==> src/sv/bdcg_pkg.sv <==
`timescale 1ns / 1ps
`default_nettype none

package bdcg_pkg;

  localparam int COUNT_BITS  = 48;
  localparam int BYTE_BITS   = 48;
  localparam int AMOUNT_BITS = 48;
  localparam int QUEUE_DEPTH = 2;
  localparam int PTR_BITS    = $clog2(QUEUE_DEPTH);
  localparam int FILL_BITS   = $clog2(QUEUE_DEPTH + 1);
  localparam int ADDR_BITS   = 3;

  typedef logic [COUNT_BITS-1:0] cnt_t;

  localparam cnt_t CNT_MAX = '1;

  typedef enum logic [2:0] {
    OP_DELIVERED  = 3'd0,
    OP_GRANT      = 3'd1,
    OP_RELEASE_TO = 3'd2,
    OP_RELEASE    = 3'd3,
    OP_ATTACH     = 3'd4,
    OP_DETACH     = 3'd5,
    OP_CANCEL     = 3'd6
  } op_t;

  typedef enum logic [1:0] {
    ACT_RESUME = 2'd0,
    ACT_PAUSE  = 2'd1,
    ACT_STOP   = 2'd2
  } action_t;

  typedef enum logic {
    CMD_EVAL = 1'b0,
    CMD_STOP = 1'b1
  } cmd_kind_t;

  // Register word index
  localparam logic [ADDR_BITS-3:0] REG_HOLD_AT_START = '0;

  typedef struct packed {
    cmd_kind_t kind;
    cnt_t      credit;
    cnt_t      hold;
    logic      unbounded;
    cnt_t      delivered;
  } cmd_t;

  typedef struct packed {
    logic valid;
    cmd_t cmd;
  } push_t;

  typedef struct packed {
    logic full;
    logic empty;
  } q_status_t;

  function automatic cnt_t sat_add(cnt_t a, cnt_t b);
    logic [COUNT_BITS:0] s;
    s = {1'b0, a} + {1'b0, b};
    return s[COUNT_BITS] ? CNT_MAX : s[COUNT_BITS-1:0];
  endfunction

endpackage

`default_nettype wire

==> src/sv/bdcg_front.sv <==
`timescale 1ns / 1ps
`default_nettype none

module bdcg_front (
  input  wire logic                          clk,
  input  wire logic                          rst_n,
  input  wire logic                          in_valid,
  output logic                               in_ready,
  input  wire logic [2:0]                    in_operation,
  input  wire logic [bdcg_pkg::BYTE_BITS-1:0] in_byte_count,
  input  wire logic                          cfg_we,
  input  wire logic                          cfg_hold_at_start,
  output logic                               hold_at_start,
  input  wire bdcg_pkg::q_status_t           q_status,
  output bdcg_pkg::push_t                    push
);
  import bdcg_pkg::*;

  logic hold_at_start_r;
  cnt_t credit_r, credit_nxt;
  cnt_t hold_r, hold_nxt;
  logic unb_r, unb_nxt;
  cnt_t deliv_r, deliv_nxt;
  logic term_r, term_nxt;
  logic att_r, att_nxt;
  logic push_req;
  cmd_kind_t kind;
  cnt_t n;
  cnt_t target;
  logic accept;

  generate
    if (COUNT_BITS > BYTE_BITS) begin : g_wide
      assign n = {{(COUNT_BITS-BYTE_BITS){1'b0}}, in_byte_count};
    end else if (COUNT_BITS == BYTE_BITS) begin : g_eq
      assign n = in_byte_count;
    end else begin : g_clamp
      assign n = (|in_byte_count[BYTE_BITS-1:COUNT_BITS]) ? CNT_MAX
                                                          : in_byte_count[COUNT_BITS-1:0];
    end
  endgenerate

  assign in_ready      = !q_status.full;
  assign accept        = in_valid && in_ready;
  assign hold_at_start = hold_at_start_r;
  assign target        = sat_add(deliv_r, n);

  always_comb begin
    credit_nxt = credit_r;
    hold_nxt   = hold_r;
    unb_nxt    = unb_r;
    deliv_nxt  = deliv_r;
    term_nxt   = term_r;
    att_nxt    = att_r;
    push_req   = 1'b0;
    kind       = CMD_EVAL;
    case (op_t'(in_operation))
      OP_DELIVERED: begin
        deliv_nxt = target;
      end
      OP_GRANT: begin
        credit_nxt = sat_add(credit_r, n);
        push_req   = att_r;
      end
      OP_RELEASE_TO: begin
        if (!unb_r) begin
          if (target > hold_r) hold_nxt = target;
          push_req = att_r;
        end
      end
      OP_RELEASE: begin
        unb_nxt  = 1'b1;
        push_req = att_r;
      end
      OP_ATTACH: begin
        push_req = 1'b1;
        if (term_r) begin
          kind = CMD_STOP;
        end else begin
          att_nxt = 1'b1;
        end
      end
      OP_DETACH: begin
        term_nxt = 1'b1;
        att_nxt  = 1'b0;
      end
      OP_CANCEL: begin
        term_nxt = 1'b1;
        att_nxt  = 1'b0;
        push_req = att_r;
        kind     = CMD_STOP;
      end
      default: begin
      end
    endcase
  end

  assign push.valid         = accept && push_req;
  assign push.cmd.kind      = kind;
  assign push.cmd.credit    = credit_nxt;
  assign push.cmd.hold      = hold_nxt;
  assign push.cmd.unbounded = unb_nxt;
  assign push.cmd.delivered = deliv_nxt;

  always_ff @(posedge clk) begin
    if (!rst_n) begin
      hold_at_start_r <= 1'b0;
      credit_r        <= '0;
      hold_r          <= '0;
      unb_r           <= 1'b1;
      deliv_r         <= '0;
      term_r          <= 1'b0;
      att_r           <= 1'b0;
    end else if (cfg_we) begin
      // re-arm the hold state from the new setting
      hold_at_start_r <= cfg_hold_at_start;
      unb_r           <= !cfg_hold_at_start;
      hold_r          <= '0;
    end else if (accept) begin
      credit_r <= credit_nxt;
      hold_r   <= hold_nxt;
      unb_r    <= unb_nxt;
      deliv_r  <= deliv_nxt;
      term_r   <= term_nxt;
      att_r    <= att_nxt;
    end
  end

endmodule

`default_nettype wire

==> src/sv/bdcg_queue.sv <==
`timescale 1ns / 1ps
`default_nettype none

module bdcg_queue (
  input  wire logic                clk,
  input  wire logic                rst_n,
  input  wire bdcg_pkg::push_t     push,
  input  wire logic                pop,
  output bdcg_pkg::cmd_t           head,
  output bdcg_pkg::q_status_t      status
);
  import bdcg_pkg::*;

  cmd_t                mem [QUEUE_DEPTH];
  logic [PTR_BITS-1:0] wr_ptr_r, rd_ptr_r;
  logic [FILL_BITS-1:0] fill_r;
  logic                do_push, do_pop;

  assign status.full  = (fill_r == FILL_BITS'(QUEUE_DEPTH));
  assign status.empty = (fill_r == '0);
  assign do_push      = push.valid && !status.full;
  assign do_pop       = pop && !status.empty;
  assign head         = mem[rd_ptr_r];

  always_ff @(posedge clk) begin
    if (do_push) mem[wr_ptr_r] <= push.cmd;
  end

  always_ff @(posedge clk) begin
    if (!rst_n) begin
      wr_ptr_r <= '0;
      rd_ptr_r <= '0;
      fill_r   <= '0;
    end else begin
      if (do_push) begin
        wr_ptr_r <= (wr_ptr_r == PTR_BITS'(QUEUE_DEPTH - 1)) ? '0 : wr_ptr_r + 1'b1;
      end
      if (do_pop) begin
        rd_ptr_r <= (rd_ptr_r == PTR_BITS'(QUEUE_DEPTH - 1)) ? '0 : rd_ptr_r + 1'b1;
      end
      case ({do_push, do_pop})
        2'b10:   fill_r <= fill_r + 1'b1;
        2'b01:   fill_r <= fill_r - 1'b1;
        default: fill_r <= fill_r;
      endcase
    end
  end

endmodule

`default_nettype wire

==> src/sv/bdcg_back.sv <==
`timescale 1ns / 1ps
`default_nettype none

module bdcg_back (
  input  wire logic                            clk,
  input  wire logic                            rst_n,
  input  wire bdcg_pkg::cmd_t                  head,
  input  wire bdcg_pkg::q_status_t             q_status,
  output logic                                 pop,
  output logic                                 out_valid,
  input  wire logic                            out_ready,
  output logic [1:0]                           out_action,
  output logic [bdcg_pkg::AMOUNT_BITS-1:0]     out_amount
);
  import bdcg_pkg::*;

  logic                   out_valid_r;
  action_t                out_action_r, action_nxt;
  logic [AMOUNT_BITS-1:0] out_amount_r, amount_nxt;
  cnt_t                   allow;
  cnt_t                   rem;
  logic [AMOUNT_BITS-1:0] rem_out;

  // Smaller allowance, an unbounded hold never limits
  assign allow = (!head.unbounded && head.hold < head.credit) ? head.hold : head.credit;
  assign rem   = (allow > head.delivered) ? allow - head.delivered : '0;

  generate
    if (COUNT_BITS > AMOUNT_BITS) begin : g_trunc
      assign rem_out = rem[AMOUNT_BITS-1:0];
    end else if (COUNT_BITS == AMOUNT_BITS) begin : g_eq
      assign rem_out = rem;
    end else begin : g_ext
      assign rem_out = {{(AMOUNT_BITS-COUNT_BITS){1'b0}}, rem};
    end
  endgenerate

  always_comb begin
    if (head.kind == CMD_STOP) begin
      action_nxt = ACT_STOP;
      amount_nxt = '0;
    end else if (rem != '0) begin
      action_nxt = ACT_RESUME;
      amount_nxt = rem_out;
    end else begin
      action_nxt = ACT_PAUSE;
      amount_nxt = '0;
    end
  end

  assign pop        = !q_status.empty && (!out_valid_r || out_ready);
  assign out_valid  = out_valid_r;
  assign out_action = out_action_r;
  assign out_amount = out_amount_r;

  always_ff @(posedge clk) begin
    if (!rst_n) begin
      out_valid_r <= 1'b0;
    end else if (pop) begin
      out_valid_r <= 1'b1;
    end else if (out_ready) begin
      out_valid_r <= 1'b0;
    end
  end

  always_ff @(posedge clk) begin
    if (pop) begin
      out_action_r <= action_nxt;
      out_amount_r <= amount_nxt;
    end
  end

endmodule

`default_nettype wire

==> src/sv/body_delivery_credit_gate.sv <==
`timescale 1ns / 1ps
`default_nettype none

// Channel   Direction  Handshake                Payload
// in_       input      in_valid / in_ready      in_operation[2:0], in_byte_count[47:0]
// out_      output     out_valid / out_ready    out_action[1:0], out_amount[47:0]
// cfg_      APB slave  psel, penable, pwrite    paddr[2:0], pwdata[31:0], prdata[31:0]
//
// One transaction per cycle while in_ready is high. An event that yields a
// command enters the two-entry command queue at its accepting edge and then
// moves to the output register, raising out_valid, once that register is free.
// Reset is synchronous, active low; the counters clear, hold starts unbounded.
// in_ready drops only while the queue is full: the output register and both
// queue entries hold commands that out_ready has not yet taken.
module body_delivery_credit_gate (
  input  wire logic                              clk,
  input  wire logic                              rst_n,
  input  wire logic                              in_valid,
  output logic                                   in_ready,
  input  wire logic [2:0]                        in_operation,
  input  wire logic [bdcg_pkg::BYTE_BITS-1:0]    in_byte_count,
  output logic                                   out_valid,
  input  wire logic                              out_ready,
  output logic [1:0]                             out_action,
  output logic [bdcg_pkg::AMOUNT_BITS-1:0]       out_amount,
  input  wire logic                              cfg_psel,
  input  wire logic                              cfg_penable,
  input  wire logic                              cfg_pwrite,
  input  wire logic [bdcg_pkg::ADDR_BITS-1:0]    cfg_paddr,
  input  wire logic [31:0]                       cfg_pwdata,
  output logic [31:0]                            cfg_prdata,
  output logic                                   cfg_pready
);
  import bdcg_pkg::*;

  logic      cfg_hit;
  logic      cfg_we;
  logic      hold_at_start;
  push_t     push;
  logic      pop;
  cmd_t      head;
  q_status_t q_status;

  // Decode the word address; the low two bits select a byte and are ignored
  assign cfg_hit    = (cfg_paddr[ADDR_BITS-1:2] == REG_HOLD_AT_START);
  assign cfg_we     = cfg_psel && cfg_penable && cfg_pwrite && cfg_hit;
  assign cfg_pready = 1'b1;
  assign cfg_prdata = cfg_hit ? {31'b0, hold_at_start} : 32'b0;

  // Front: apply the event to the gate state and queue any command
  bdcg_front u_front (
    .clk               (clk),
    .rst_n             (rst_n),
    .in_valid          (in_valid),
    .in_ready          (in_ready),
    .in_operation      (in_operation),
    .in_byte_count     (in_byte_count),
    .cfg_we            (cfg_we),
    .cfg_hold_at_start (cfg_pwdata[0]),
    .hold_at_start     (hold_at_start),
    .q_status          (q_status),
    .push              (push)
  );

  // Hold commands so a stalled output does not stall event intake at once
  bdcg_queue u_queue (
    .clk    (clk),
    .rst_n  (rst_n),
    .push   (push),
    .pop    (pop),
    .head   (head),
    .status (q_status)
  );

  // Back: work out the remaining count and drive the output register
  bdcg_back u_back (
    .clk        (clk),
    .rst_n      (rst_n),
    .head       (head),
    .q_status   (q_status),
    .pop        (pop),
    .out_valid  (out_valid),
    .out_ready  (out_ready),
    .out_action (out_action),
    .out_amount (out_amount)
  );

endmodule

`default_nettype wire
==> config.mk <==
export PLATFORM = sky130hd
export DESIGN_NAME = body_delivery_credit_gate
export DESIGN_NICKNAME = d
export VERILOG_FILES = /design/src/sv/bdcg_pkg.sv /design/src/sv/bdcg_front.sv /design/src/sv/bdcg_queue.sv /design/src/sv/bdcg_back.sv /design/src/sv/body_delivery_credit_gate.sv
export SDC_FILE = /design/constraint.sdc
export NUM_CORES = 1
export LEC_CHECK = 0
export BUFFER_PORTS_ARGS = -buffer_cell sky130_fd_sc_hd__buf_2
export CAP_MARGIN = 30
export CORE_AREA = 2 2 276 278
export CTS_CLUSTER_SIZE = 30
export DETAILED_ROUTE_END_ITERATION = 7
export DIE_AREA = 0 0 278 280
export GPL_TIMING_DRIVEN = 0
export RECOVER_POWER = 100
export SLEW_MARGIN = 20
export SYNTH_ARGS = -nofsm -noshare
export SYNTH_HDL_FRONTEND = slang
export SYNTH_SLANG_ARGS = --single-unit
==> constraint.sdc <==
create_clock -name clk -period 9.8 [get_ports clk]
set_clock_uncertainty 0.1 [all_clocks]
set_input_delay 0.98 -clock clk [delete_from_list [all_inputs] [get_ports clk]]
set_output_delay 0.98 -clock clk [all_outputs]
set_load 0.03 [all_outputs]
* After elaboration in Yosys (flattened, before gate mapping) *
Memories as Yosys holds them, arrays and structs flattened. A register that Yosys moved wholly into a read port is not among the register bits.
Cells that the tools add are included.

cells by class
  $add $sub $neg = 7
  $lt $le $gt $ge = 3
  eq/ne operators = 10
  mux-type cells = 29
  bitwise operators = 4
  reduce and logical (&&, ||, !) cells = 29

operators by type and width
  operator                                        number
  2-to-1 mux 48 bit                               9
  adder 48 x 48 -> 49 bit                         2
  > comparator 48 bit                             2
  < comparator 48 bit                             1
  nonzero test 48 bit                             1
  subtractor 48 bit                               1
  2-to-1 mux 1 bit                                16
  == test 3 bit (second input constant)           3
  logical AND 1 bit                               9
  nonzero test 2 bit                              4
  == test 3 x 2 -> 1 bit (second input constant)  2
  OR reduction 2 bit                              3
  logical NOT 1 bit                               5
  == test 2 bit (second input constant)           2
  NOT 1 bit                                       4
  case mux 1 bit (2 select lines)                 2
  case mux 2 bit (2 select lines)                 1
  AND reduction 4 bit                             1
  == test 3 x 1 -> 1 bit (second input constant)  1
  logical NOT 3 bit                               1
  case mux 1 bit (3 select lines)                 1
  AND reduction 3 bit                             1
  OR reduction 3 bit                              1
  adder 1 bit (second input constant)             2
  other kinds (7)                                 7

storage, ports and cells
  bits in registers = 203
  memory bits (writable) = 292
  input port bits = 93
  memories = 1

memory list
  memory       depth  bits a word  read ports  clocked after memory_dff  wr ports  RTL line          text
  u_queue.mem  2      146          1           1                         1         bdcg_queue.sv:14  cmd_t mem [QUEUE_DEPTH];

* Longest topological paths before layout *
Gate-level depths: netlist of run 1.

  depth after elaboration = 8
  gate-level depth with buffers = 33
  depth with buffers taken out = 27

* Modules after synthesis *
From an unflattened synthesis of run 1, not the netlist that was laid out.

second synthesis, totals
  cells, all modules = 3287
  area, all modules = 31699.2 um^2

by module, submodules not included
  module                     instances  cells each  area an instance (um^2)
  bdcg_front                 1          1926        13759.4
  bdcg_queue                 1          480         10729.0
  bdcg_back                  1          845         6944.2
  body_delivery_credit_gate  1          36          266.5

* Worst setup path before layout of run 1 *
OpenSTA, ideal clock, no wires.

  path kind = input to register
  start = in in_operation[1]
  end = mem u_queue.mem[0][0] (netlist bit) (enable)
  arrival time = 8.135 ns
  path slack = 0.910 ns
  cell stages on the path = 7
  buffers on the path = 1
  path through = clkbuf_1 -> inv_1 -> nor2_1 -> nor3_1 -> a2111oi_0 -> inv_1 -> nor2_1

between the ends
  word-level cells in the longest chain between the ends = 7

RTL lines
  element                                               RTL line                         text
  start, declared                                       body_delivery_credit_gate.sv:20  input wire logic [2:0] in_operation,
  == test 3 x 1 -> 1 bit, or another cell as far along  bdcg_front.sv:57                 case (op_t'(in_operation))
  OR reduction 3 bit (no source line)                   n/a
  case mux 1 bit (3 select lines) *                     bdcg_front.sv:57
  logical AND 1 bit *                                   bdcg_front.sv:98                 assign push.valid = accept && push_req;
  logical AND 1 bit *                                   bdcg_queue.sv:21                 assign do_push = push.valid && !status.full;
  2-to-1 mux 1 bit *                                    bdcg_queue.sv:26                 if (do_push) mem[wr_ptr_r] <= push.cmd;
  2-to-1 mux 1 bit (not written as such) *              bdcg_queue.sv:26
  end, declared                                         bdcg_queue.sv:14

Mark *: on every way between the ends. The rest lies on a longest branch, timed or not.

* Worst setup path after layout of run 1 *
  start = in in_byte_count[0] (netlist bit)
  end = reg u_front.hold_r[8]

between the ends
  word-level cells in the longest chain between the ends = 6

RTL lines
  element                    RTL line                         text
  start, declared            body_delivery_credit_gate.sv:21  input wire logic [bdcg_pkg::BYTE_BITS-1:0] in_byte_count,
  adder 48 x 48 -> 49 bit *  bdcg_pkg.sv:62                   s = {1'b0, a} + {1'b0, b};
  2-to-1 mux 48 bit *        bdcg_pkg.sv:63                   return s[COUNT_BITS] ? CNT_MAX : s[COUNT_BITS-1:0];
  > comparator 48 bit        bdcg_front.sv:67                 if (target > hold_r) hold_nxt = target;
  2-to-1 mux 48 bit *        bdcg_front.sv:67
  2-to-1 mux 48 bit *        bdcg_front.sv:66                 if (!unb_r) begin
  2-to-1 mux 48 bit *        bdcg_front.sv:57
  end signal, assigned       bdcg_front.sv:121                hold_r <= hold_nxt;
  end, declared              bdcg_front.sv:21                 cnt_t hold_r, hold_nxt;

Marked as above.
A chain may end at the register's enable or synchronous reset.

==> reports/qor.txt, run 1 <==
Status: finished with violations
Failing checks: capacitance limit, slew limit
Main flop type after synthesis: edfxtp_1
Mean post-synth cell area: 9.98 um2
Die height: 280 um
Leading cell type in the layout, fill and taps excluded: edfxtp_1
Slew Limit Fails: 125
CP Launch Type: input port
Synth async-reset ratio: 0%
Hold Path Sink: u_front.hold_at_start
PortBufs: 109
Clock Latency Late Sink: 0.60 ns
Final hold slack: 0.368 ns
WP data required: 10.22 ns
Wirelength, routed: 86,100 um
Initial Util: 40.6%
Fmax: 107 MHz
Max_cap viols: 3
Global route overflow: 0
Worst min-delay path category: reg -> reg
RSZ-0062 raised after global routing: false
Synthesized cell area: 30,500 um2
Largest net degree at the start of global routing: 47
Final period utilization: 95.6%
Drc violations: 0
Clk buf depth: 3
Final setup violation count: 0
Routed vias/inst: 5.43
Setup TNS Final: 0 ns
Total GRT Usage: 21.8%
Crit-path max cell delay: 0.74 ns
Layout cells sized above 1: 8.60%
Post-DRT Antenna Nets: 0
Initial antenna violation count: 1
First-pass GRT wire length: 130,000 um
Via Count: 23,295
Dpl ws: 0.520 ns
Number of synthesized flops with an enable pin: 342
Slew @ Worst Pin: 2.61 ns
Setup WS post-layout: 0.430 ns
Most frequent cells in the layout: 342 x edfxtp_1, 281 x a21oi_1, 268 x o21ai_0
Core footprint: 75,200 um2
# IOs: 178
CP Max Fanout: 10
Leakage: 13.4 nW
Placer Congestion: 0.907
Critical path's slowest cell: o41ai_1
Post-layout util: 45.5%
Deepest level of the CTS H-tree: 2
Register area share after synthesis: 43.7%
Synth warn: 0
Dpl hpwl: 69,900 um
1st-pass router iterations: 5
R2r setup slk: 0.56 ns
Die area: 77,800 um2
Worst reg2reg path endpoint: u_back.out_amount[2]
Period minus WS final: 9.37 ns
Fillers: 7,244
Worst Hold Launch: u_front.hold_at_start
Layout area overhead: 12.2%
Root buffer cell: clkbuf_16
CTS tree: done
NumNets Final: 3,607
Iter 0 DRT Violations: 1,798
CTS Buf Count: 52
Final Hold Fails: 0
Max-slew headroom: -73.8%
R2r worst-path depth: 32
FP Rows: 101
Syn Inst Count: 3,058
Vias in the first global route: 22,164
Setup crit end kind: register
Die width: 278 um
CTS Sinks: 496
Synth cell types: 91
WS Path Type: in -> reg
Hold depth: 2
Max IR drop VDD: 133 uV
CP Data Arrival Time: 9.79 ns
Clk slew on worst S/H paths: 0.06 ns
Yosys reg bits: 496
P per Cell Area: 214 nW/um2
Routed WL per cell: 20.1 um
==> metal layers <==
metal  GRT usage [%]  part of all wire (%)  vias to the layer above  wire (um)
met5               0                 0.015                        -         13
met4            8.65                   4.1                        2       3540
met3            2.71                   4.6                      131       3990
met2            34.3                    44                      526      37700
met1            30.6                    47                    10958      40900
li1                -                     -                    11678          -
==> flip-flops by register name, indices dropped and copies added, names as in the netlist, named ones only <==
signal,count
u_queue.wr_ptr_r,1
u_front.unb_r,1
u_front.term_r,1
u_queue.fill_r,2
u_back.out_amount,48
u_front.att_r,1
u_front.hold_at_start,1
u_queue.mem,292
u_front.hold_r,48
u_back.out_action,2
u_back.out_valid,1
u_queue.rd_ptr_r,1
u_front.deliv_r,48
u_front.credit_r,48
==> what timing repair did <==
action | CTS | global route
setup endpoints to repair | 0 | 18
hold buffers | 0 | 0
setup buffers | 0 | 0
resized for setup | 0 | 1
==> stage by stage <==
step | power (mW) | std cells | cell area (um2)
CTS | 7.44 | 4290 | 34600
finish | 7.33 | 4294 | 34200
floorplan | 4.54 | 3088 | 30600
global placement | 5.28 | 4175 | 32400
global route | 7.75 | 4292 | 34200
detailed placement | 5.33 | 4193 | 32800
==> report_power, final <==
part           switching [mW]  internal, mW  total, mW
clock network           0.844          1.26       2.11
logic                    1.77         0.903       2.68
registers              0.0653          2.48       2.54
==> final cells by class <==
class / instances / area (um2) / share of cell area (%)
Antenna cell: 2 / 5.00 / 0.0146
Buffer: 189 / 878 / 2.56
Clock buffer: 67 / 1460 / 4.26
Inverter: 186 / 698 / 2.04
Multi-Input combinational cell: 2217 / 15700 / 45.7
Tap cell: 978 / 1220 / 3.57
Clock inverter: 30 / 375 / 1.10
Timing Repair Buffer: 129 / 603 / 1.76
Sequential cell: 496 / 13400 / 39.0
==> cells in the mapped netlist, drive strengths merged, types with 5 or more instances <==
| cell type | n | area (um2) |
|---|---|---|
| or4 | 5 | 41.3 |
| mux2i | 190 | 1900 |
| nand2 | 218 | 818 |
| o211ai | 19 | 143 |
| dfxtp | 154 | 3080 |
| a211oi | 25 | 220 |
| nand2b | 23 | 144 |
| o21bai | 31 | 240 |
| a21oi | 285 | 1450 |
| ha | 240 | 3000 |
| nand4 | 52 | 332 |
| a41oi | 7 | 68.8 |
| o31ai | 12 | 95.1 |
| edfxtp | 342 | 10300 |
| nor4 | 14 | 103 |
| o22a | 46 | 403 |
| nor2 | 180 | 676 |
| o221ai | 5 | 43.8 |
| a221oi | 7 | 67.6 |
| a21o | 92 | 691 |
| o221a | 46 | 518 |
| and3 | 20 | 125 |
| or3 | 8 | 50.1 |
| buf | 84 | 512 |
| o21ai | 280 | 1410 |
| a2111oi | 7 | 98.8 |
| a31oi | 17 | 121 |
| nor3 | 31 | 166 |
| nor2b | 42 | 263 |
| nand3 | 34 | 170 |
| clkbuf | 105 | 395 |
| xor2 | 51 | 447 |
| nor3b | 5 | 37.5 |
| a221o | 9 | 90.1 |
| xnor2 | 77 | 674 |
| o21a | 18 | 135 |
| and2 | 18 | 113 |
| a21boi | 7 | 52.6 |
| inv | 186 | 698 |
| mux2 | 6 | 67.6 |
==> critical path: cells and delay by family <==
family,cells,cell delay [ns]
buf+inv,7,2.19
simple gates,4,1.01
compound gates,16,4.76
fa+ha+maj,3,0.82
==> worst max path at each step <==
stage                                 from                     to  slack (ns)  cells past startpoint
after detailed placement          register   u_back.out_amount[2]        0.52                     34
after CTS                         register   u_back.out_amount[2]        0.49                     34
after global placement     in_operation[1]      u_queue.mem[0][1]       -3.84                      7
after floorplan            in_operation[1]      u_queue.mem[0][0]        0.91                      7
after global routing              register  u_back.out_amount[30]        0.03                     34
final                     in_byte_count[0]      u_front.hold_r[8]        0.43                     30
==> cell families after synthesis <==
kind of cell,count (synthesis),share of synthesized area (%)
and+or+nand+nor,665,10.4
DFF,496,43.7
muxes,197,6.53
adders and majority gates,243,10.0
xor gates and xnor gates,128,3.67
buffers and inverters,375,5.26
AOI/OAI and AO/OA,952,20.4
other,2,0.0246
Power figures use the tool's default switching activity.
==> run 2, diff against run 1 <==
==> constraint.sdc (replaced) <==
create_clock -name clk -period 9.8 [get_ports clk]
set_clock_uncertainty 0.1 [all_clocks]
set_input_delay 2.94 -clock clk [delete_from_list [all_inputs] [get_ports clk]]
set_output_delay 2.94 -clock clk [all_outputs]
set_load 0.03 [all_outputs]
==> run 2 against run 1 <==
The flow still finishes with violations (capacitance limit, slew limit). Global-route usage decreased by 0.16 points. Die area unchanged. Cell area decreased by 0.34%. Critical endpoint is now u_front.hold_r[43].
==> reports/qor.txt, run 2 (synthesized netlist as in run 1, its figures left out) <==
Initial antenna violation count: 3 (+2)
Dpl hpwl: 70,100 um (+0.26%)
Max-slew headroom: -79.6% (-5.8 points)
# diodes: 0 (-2)
Crit-path leading delay family: compound AO/OA/AOI/OAI gates
Wire length on met1: 40,700 um (-0.45%)
CP Data Arrival Time: 9.87 ns (+0.08 ns)
1st-pass router iterations: 8 (+3)
Leading cell type in the layout, fill and taps excluded: edfxtp_1
PortBufs: 109 (unchanged)
Tot Pwr: 7.18 mW (-2.0%)
Worst path most repeated cell: a21oi_1
Die width: 278 um (unchanged)
Die area: 77,800 um2 (unchanged)
Leakage: 13.5 nW (+0.71%)
R2r worst-path depth: 32 (unchanged)
Core footprint: 75,200 um2 (unchanged)
Setup WS post-layout: 0.305 ns (-0.125 ns)
Final period utilization: 96.9% (+1.3 points)
Status: finished with violations
Most frequent cells in the layout: 342 x edfxtp_1, 280 x a21oi_1, 267 x o21ai_0
Layout area overhead: 11.8%
Routed vias/inst: 5.41 (-0.20%)
# IOs: 178 (unchanged)
WS Path Type: in -> reg
Failing checks: capacitance limit, slew limit
Top Metal Used: met5
Final hold slack: 0.362 ns (-0.00549 ns)
Routed WL per cell: 20.1 um (about the same)
CTS tree: done
Layout cells sized above 1: 8.78% (+0.18 points)
Post-DRT Antenna Nets: 0 (unchanged)
Max IR drop VDD: 118 uV (-11%)
Global route overflow: 0 (unchanged)
Clk buf depth: 3 (unchanged)
Slew Limit Fails: 153 (+22%)
Critical path's slowest cell: a211oi_1
Initial Util: 40.6% (unchanged)
Final setup violation count: 0 (unchanged)
CP Launch Type: input port
Hold depth: 2 (unchanged)
Die height: 280 um (unchanged)
Clk slew on worst S/H paths: 0.06 ns (about the same)
Period minus WS final: 9.50 ns (+0.125 ns)
Max FFs per register: 292 (unchanged)
WP data required: 10.17 ns (-0.05 ns)
Max_cap viols: 4 (+1)
Setup crit end kind: register
Worst min-delay path category: reg -> reg
Post-layout util: 45.4% (-0.15 points)
First-pass GRT wire length: 129,000 um (-0.86%)
Deepest level of the CTS H-tree: 2 (unchanged)
RSZ-0062 raised after global routing: false
Wirelength, routed: 86,100 um (about the same)
Vias in the first global route: 22,232 (+0.31%)
CTS Buf Count: 52 (unchanged)
FP Rows: 101 (unchanged)
Metal3 WL: 4300 um (+7.9%)
Critical path depth: 30 (unchanged)
Drc violations: 0 (unchanged)
CTS Sinks: 496 (unchanged)
Root buffer cell: clkbuf_16
P per Cell Area: 210 nW/um2 (-1.6%)
Slew @ Worst Pin: 2.69 ns (+0.0877 ns)
NumNets Final: 3,607 (unchanged)
Worst Path Buf+Inv: 6 (-1)
Dpl ws: -1.13 ns (-1.65 ns)
DR WL met2: 37,700 um (about the same)
CTS Hold Buffers Added: 0 (unchanged)
Clock Latency Late Sink: 0.60 ns (about the same)
Fmax: 105 MHz (-1.3%)
CP Max Fanout: 10 (unchanged)
Largest register by flop count: u_queue.mem
Final Hold Fails: 0 (unchanged)
Via Count: 23,237 (-0.25%)
Total GRT Usage: 21.7% (-0.16 points)
Placer Congestion: 0.899 (-0.95%)
Largest net degree at the start of global routing: 49 (+4.3%)
Iter 0 DRT Violations: 1,621 (-9.8%)
Crit-path max cell delay: 0.51 ns (-0.23 ns)
run 2: changes by cell type in the layout (fill, tap and decap cells not counted), moves of 3 or more:
cell | before | now
clkbuf_8 | 8 | 3
clkbuf_1 | 192 | 187
clkinv_4 | 3 | 0
clkinv_1 | 2 | 6
bufinv_16 | 8 | 3
buf_2 | 72 | 78
run 2: where the power goes:
part,leakage [nW],switching (mW),internal (mW),total [mW]
Combinational,8.19,1.78,0.901,2.68
Sequential,4.50,0.0632,2.48,2.54
Clock,0.834,0.837,1.13,1.97
Total,13.5,2.68,4.51,7.18
run 2: cell type report:
type / instances / area, um2
sequential: 496 / 13400
fill: 7186 / 41100
clock buffer: 67 / 1450
tap: 978 / 1220
timing repair buffer: 129 / 592
inverter: 186 / 698
multi-input combinational: 2217 / 15700
clock inverter: 30 / 250
buffer: 189 / 893
run 2: worst paths after layout:
check | slack, ns | endpoint | start
max | 0.30 | u_front.hold_r[43] | in_byte_count[0]
min reg2reg | 0.36 | u_front.hold_at_start | u_front.hold_at_start
max reg2reg | 0.54 | u_back.out_amount[45] | register
min | 0.36 | u_front.hold_at_start | u_front.hold_at_start
run 2: layer usage:
layer | track usage [%] | vias to the layer above
met4 | 8.16 | 4
met5 | 0 | -
met3 | 2.80 | 131
met2 | 34.4 | 559
met1 | 30.2 | 10853
li1 | - | 11690
run 2: metrics by stage:
stage          instance area, um2  TNS (ns)  instances
2_1_floorplan               30600         0       3088
3_3_place_gp                32400   -532.72       4175
3_5_place_dp                32800   -110.34       4194
4_1_cts                     34500         0       4291
5_1_grt                     34100         0       4292
6_report                    34100         0       4292
run 2: tightest hold or removal path, delay by kind of cell (launching register included):
family           cells  cell delay (ns)
AO/OA/AOI/OAI        1             0.06
flip-flops           1             0.30
AND/OR/NAND/NOR      1             0.05
run 2: timing repair:
action / in CTS / in global routing
pin swaps: 0 / 0
resized for setup: 4 / 6
buffers inserted: 0 / 0
endpoints found under the setup margin: 142 / 162
